<file path="config.mk">
export PLATFORM = sky130hd
export DESIGN_NAME = ppfl_ctrl
export DESIGN_NICKNAME = d
export VERILOG_FILES = /design/src/rtl/ppfl_pkg.sv /design/src/rtl/ppfl_ctrl.sv
export SDC_FILE = /design/constraint.sdc
export NUM_CORES = 1
export LEC_CHECK = 0
export BUFFER_PORTS_ARGS = -buffer_cell sky130_fd_sc_hd__buf_4
export CAP_MARGIN = 5
export CORE_AREA = 4 4 41 43
export CTS_CLUSTER_SIZE = 8
export DETAILED_ROUTE_END_ITERATION = 10
export DIE_AREA = 0 0 45 47
export PLACE_DENSITY = 0.45
export SYNTH_ARGS = -nofsm -noshare
export SYNTH_HDL_FRONTEND = slang
export SYNTH_SLANG_ARGS = --single-unit
export TNS_END_PERCENT = 1
</file>
<file path="constraint.sdc">
create_clock -name clk_i -period 1.2 [get_ports clk_i]
set_input_delay 0.12 -clock clk_i [delete_from_list [all_inputs] [get_ports clk_i]]
set_output_delay 0.12 -clock clk_i [all_outputs]
set_load 0.01 [all_outputs]
</file>
<file path="src/rtl/ppfl_pkg.sv">
package ppfl_pkg;

  // page size in bytes, a power of two
  localparam int unsigned PAGE_BYTES = 4096;
  localparam int unsigned PB_LOG     = $clog2(PAGE_BYTES);

  // fixed field widths
  localparam int unsigned CMD_W    = 2;
  localparam int unsigned ADDR_W   = 32;
  localparam int unsigned STS_W    = 2;
  localparam int unsigned COUNT_W  = 13;
  localparam int unsigned IN_W     = 40;
  localparam int unsigned OUT_W    = 48;
  localparam int unsigned CFG_IDX_W = 3;
  localparam int unsigned CFG_W    = 32;

  localparam logic [COUNT_W-1:0] COUNT_MAX = '1;

  // configuration register indexes
  localparam logic [CFG_IDX_W-1:0] CFG_TOTAL_PAGES   = 3'd0;
  localparam logic [CFG_IDX_W-1:0] CFG_FIRST_FREE    = 3'd1;
  localparam logic [CFG_IDX_W-1:0] CFG_RESERVED_START = 3'd2;
  localparam logic [CFG_IDX_W-1:0] CFG_KERNEL_END    = 3'd3;
  localparam logic [CFG_IDX_W-1:0] CFG_MIN_ADDR      = 3'd4;

  // configuration reset values
  localparam logic [12:0] TOTAL_PAGES_RST    = 13'd4096;
  localparam logic [11:0] FIRST_FREE_RST     = 12'd1;
  localparam logic [12:0] RESERVED_START_RST = 13'd160;
  localparam logic [12:0] KERNEL_END_RST     = 13'd256;
  localparam logic [31:0] MIN_ADDR_RST       = 32'd0;

  typedef enum logic [CMD_W-1:0] {
    CMD_INIT  = 2'd0,
    CMD_ALLOC = 2'd1,
    CMD_FREE  = 2'd2,
    CMD_QUERY = 2'd3
  } cmd_e;

  typedef enum logic [STS_W-1:0] {
    STS_OK       = 2'd0,
    STS_EMPTY    = 2'd1,
    STS_BAD_ADDR = 2'd2
  } status_e;

  // controller to datapath
  typedef struct packed {
    logic init_start;
    logic set_range2;
    logic walk_step;
    logic tail;
    logic free_commit;
    logic query_load;
    logic alloc_commit;
  } ctrl_t;

  // datapath to controller
  typedef struct packed {
    logic in_range1;
    logic in_range2;
    logic out_free;
  } sts_t;

endpackage

</file>
<file path="src/rtl/ppfl_ctrl.sv">
module ppfl_ctrl (
  input  logic             clk_i,
  input  logic             rst_ni,
  input  logic             s_valid_i,
  output logic             s_ready_o,
  input  ppfl_pkg::cmd_e   command_i,
  input  ppfl_pkg::sts_t   sts_i,
  output ppfl_pkg::ctrl_t  ctrl_o
);
  import ppfl_pkg::*;

  typedef enum logic [1:0] {
    S_IDLE,
    S_ALLOC,
    S_WALK1,
    S_WALK2
  } state_e;

  state_e state_q, state_d;
  logic   accept;

  assign s_ready_o = (state_q == S_IDLE) && sts_i.out_free;
  assign accept    = s_valid_i && s_ready_o;

  always_comb begin
    ctrl_o  = '0;
    state_d = state_q;
    unique case (state_q)
      S_IDLE: begin
        if (accept) begin
          unique case (command_i)
            CMD_INIT: begin
              ctrl_o.init_start = 1'b1;
              state_d = S_WALK1;
            end
            CMD_ALLOC: state_d = S_ALLOC;
            CMD_FREE:  ctrl_o.free_commit = 1'b1;
            CMD_QUERY: ctrl_o.query_load = 1'b1;
            default:   state_d = S_IDLE;
          endcase
        end
      end
      // table read of the head link has landed
      S_ALLOC: begin
        ctrl_o.alloc_commit = 1'b1;
        state_d = S_IDLE;
      end
      S_WALK1: begin
        if (sts_i.in_range1) begin
          ctrl_o.walk_step = 1'b1;
        end else begin
          ctrl_o.set_range2 = 1'b1;
          state_d = S_WALK2;
        end
      end
      S_WALK2: begin
        if (sts_i.in_range2) begin
          ctrl_o.walk_step = 1'b1;
        end else begin
          ctrl_o.tail = 1'b1;
          state_d = S_IDLE;
        end
      end
      default: state_d = S_IDLE;
    endcase
  end

  always_ff @(posedge clk_i or negedge rst_ni) begin
    if (!rst_ni) begin
      state_q <= S_IDLE;
    end else begin
      state_q <= state_d;
    end
  end

endmodule

</file>
==> impl_results.md <==
- Post-CTS Setup Bufs: 0
- Setup violators final: 8
- Routed WL: 616 um
- Residual DRC: 0
- Arr. time, crit path: 1.31 ns
- Nets: 52
- Unique cell type count in the Yosys netlist: 18
- Layout cells sized above 1: 0.595
- Post-layout min period: 1.43 ns
- Via count: 238
- Syn nets: 30
- Initial Utilization: 0.153
- Area Growth Syn to Fin: 89.3%
- Most common cell after layout, fill and taps aside: buf_4
- Gp weighted congestion: 0.683
- Design Area, Final: 377 um^2
- Xor and xnor fraction of the mapped netlist area: 0
- Sequential area share after synthesis: 0.252
- Final period utilization: 1.19
- Top Ports: 16
- Synth warn: 0
- Largest family of logic cells by synthesized area: simple AND/OR/NAND/NOR gates
- Via/cell ratio: 4.18
- CP Capture Type: primary output
- Power Density: 1680 nW/um^2
- Drt wl/cell: 10.8 um
- Number of port buffers: 15
- CP max FO: 4
- CTS tree: built
- Remaining global-route overflow: 0
- Clk pin slew, worst setup/hold paths: 0.03 ns
- Fmax: 699 MHz
- Max FFs per register: 2
- RSZ-0062 raised after global routing: true
- Hold Vio Cnt, Final: 0
- Setup ws final: -0.230 ns
- Area leader, netlist: dfrtp_1
- Post-route setup TNS: -0.818 ns
- Worst Setup Start Kind: register
- Final Max Slew Viols: 0
- Synth Area in Compound Gates: 0.170
- Commonest cells after routing, fill and taps aside: buf_4 (17), nor3b_2 (3), clkbuf_4 (3)
- Mapped Cells: 22
- Initial antenna violation count: 0
- Post-route ant nets: 0
- Die X-Extent: 45 um
- Post-synthesis adder-cell area fraction: 0
- Worst EP required: 1.08 ns
- Worst r2r path cells: 4
- Status: complete, but fails checks
- CTS Buf Count: 3
- Aggregate global-route resource usage: 0.0718
- Leakage: 0.194 nW
- HPWL after DPL: 495 um
- Max_slew headroom: 0.821
- FP Rows: 13
- Fillers: 155
- Max-cap violations: 0
- Clk_lat worst skew: 0.22 ns
- Share of the synthesized area in the top cell type: 0.252
- H-tree levels: 1
- DRT iter0 DRCs: 2
- Largest net degree at the start of global routing: 10
- #FFs+latches synth: 2
- HP Class: input port to register
- Post-Syn Area per Cell: 9.04 um^2
- Leading post-synthesis cells by cell area: dfrtp_1 (25%), nor4bb_4 (13%), nor3b_1 (7.5%)
- CTS Sinks: 2
- Die area: 2120 um^2
- Failing checks: setup timing
- Post-Synth Simple-Gate Area: 0.484
- Die H: 47 um
- Hold Crit Depth: 3
- Multiplexer share of the synthesized area: 0
- Area of the mapped netlist: 199 um^2
- Most flop-heavy register: state_q
- First-pass GRT wire length: 1040 um
- First-pass detailed-route iteration total: 2
- CTS root buffer: clkbuf_4
- Core area: 1300 um^2
- Clk_skew: 0.00198 ns
- Cell Area, Placed: 334 um^2
- Hold_ws: 0.183 ns
- Clock Path Buffers: 2
- Biggest regs: state_q: 2 flops
- Worst vdd ir: 0.697 mV
- Vias in the first global route: 227
- Worst slew pin tran: 0.268 ns
- Crit Path Category: register to primary output
- Antenna cells: 0
## path summary, 6_finish.rpt
kind                                              from                endpoint  slack, ns
worst max-delay path            state_q[1]$_DFFE_PN0P_               ctrl_o[6]      -0.23
worst min-delay path                          sts_i[1]  state_q[1]$_DFFE_PN0P_       0.18
worst max register to register  state_q[0]$_DFFE_PN0P_  state_q[1]$_DFFE_PN0P_       0.13
worst min register to register  state_q[0]$_DFFE_PN0P_  state_q[1]$_DFFE_PN0P_       0.69
max in group asynchronous                       rst_ni  state_q[1]$_DFFE_PN0P_       0.89
min in group asynchronous                       rst_ni  state_q[0]$_DFFE_PN0P_       0.22
## cell families (layout without fill, tap and decap cells)
kind of cell,Yosys count,after routing
and+or+nand+nor,12,12
AOI/OAI and AO/OA,5,5
buffers and inverters,3,23
DFF,2,2
## power breakdown
| part | internal, mW | switching (mW) |
|---|---|---|
| registers | 0.0966 | 0.0294 |
| clock network | 0.110 | 0.0382 |
| logic | 0.200 | 0.158 |
## final cells by class
cell class	count	area, um^2	area share
Sequential cell	2	50.0	0.133
Timing Repair Buffer	18	138	0.365
Tap cell	15	18.8	0.0498
Inverter	2	7.51	0.0199
Clock buffer	3	22.5	0.0598
Multi-Input combinational cell	17	140	0.372
## through the flow
step	setup WS, ns	std cells	utilization	total power [mW]
final	-0.230	57	0.289	0.632
after global routing	-0.323	57	0.289	0.685
after CTS	-0.249	57	0.289	0.650
after detailed placement	0.000227	53	0.257	0.470
after global placement	0.0134	53	0.257	0.473
after floorplan	0.0380	22	-	0.316
## worst max-delay path, stage by stage, from the launching register on
cell and delay, ns:
dfrtp_1 0.39, nor4bb_4 0.34, nor3b_2 0.21, buf_4 0.14
## cells in the mapped netlist
cell type	n
nor3b_1	2
dfrtp_1	2
a31oi_1	1
o21ai_0	1
nand2b_1	1
nor3b_2	1
and3_2	1
nor4bb_4	1
a32o_1	1
a21boi_0	1
and3_1	1
nor3_1	1
buf_6	1
a21oi_1	1
nor2_1	1
nand2_1	2
and2b_1	1
inv_1	2
## what timing repair did
action | in CTS | in global routing
hold buffers | 1 | 0
hold endpoints to repair | 2 | 0
resized for setup | 3 | 0
endpoints found under the setup margin | 8 | 8
pin swaps | 1 | 1
## layer usage
layer	track usage	share of wire	vias up
met1	0.0952	0.54	101
met3	0.0575	0.15	0
met4	0.0351	0	0
met2	0.0791	0.30	16
li1	-	-	121
met5	0	0	-
(Power assumes the default switching activity.)
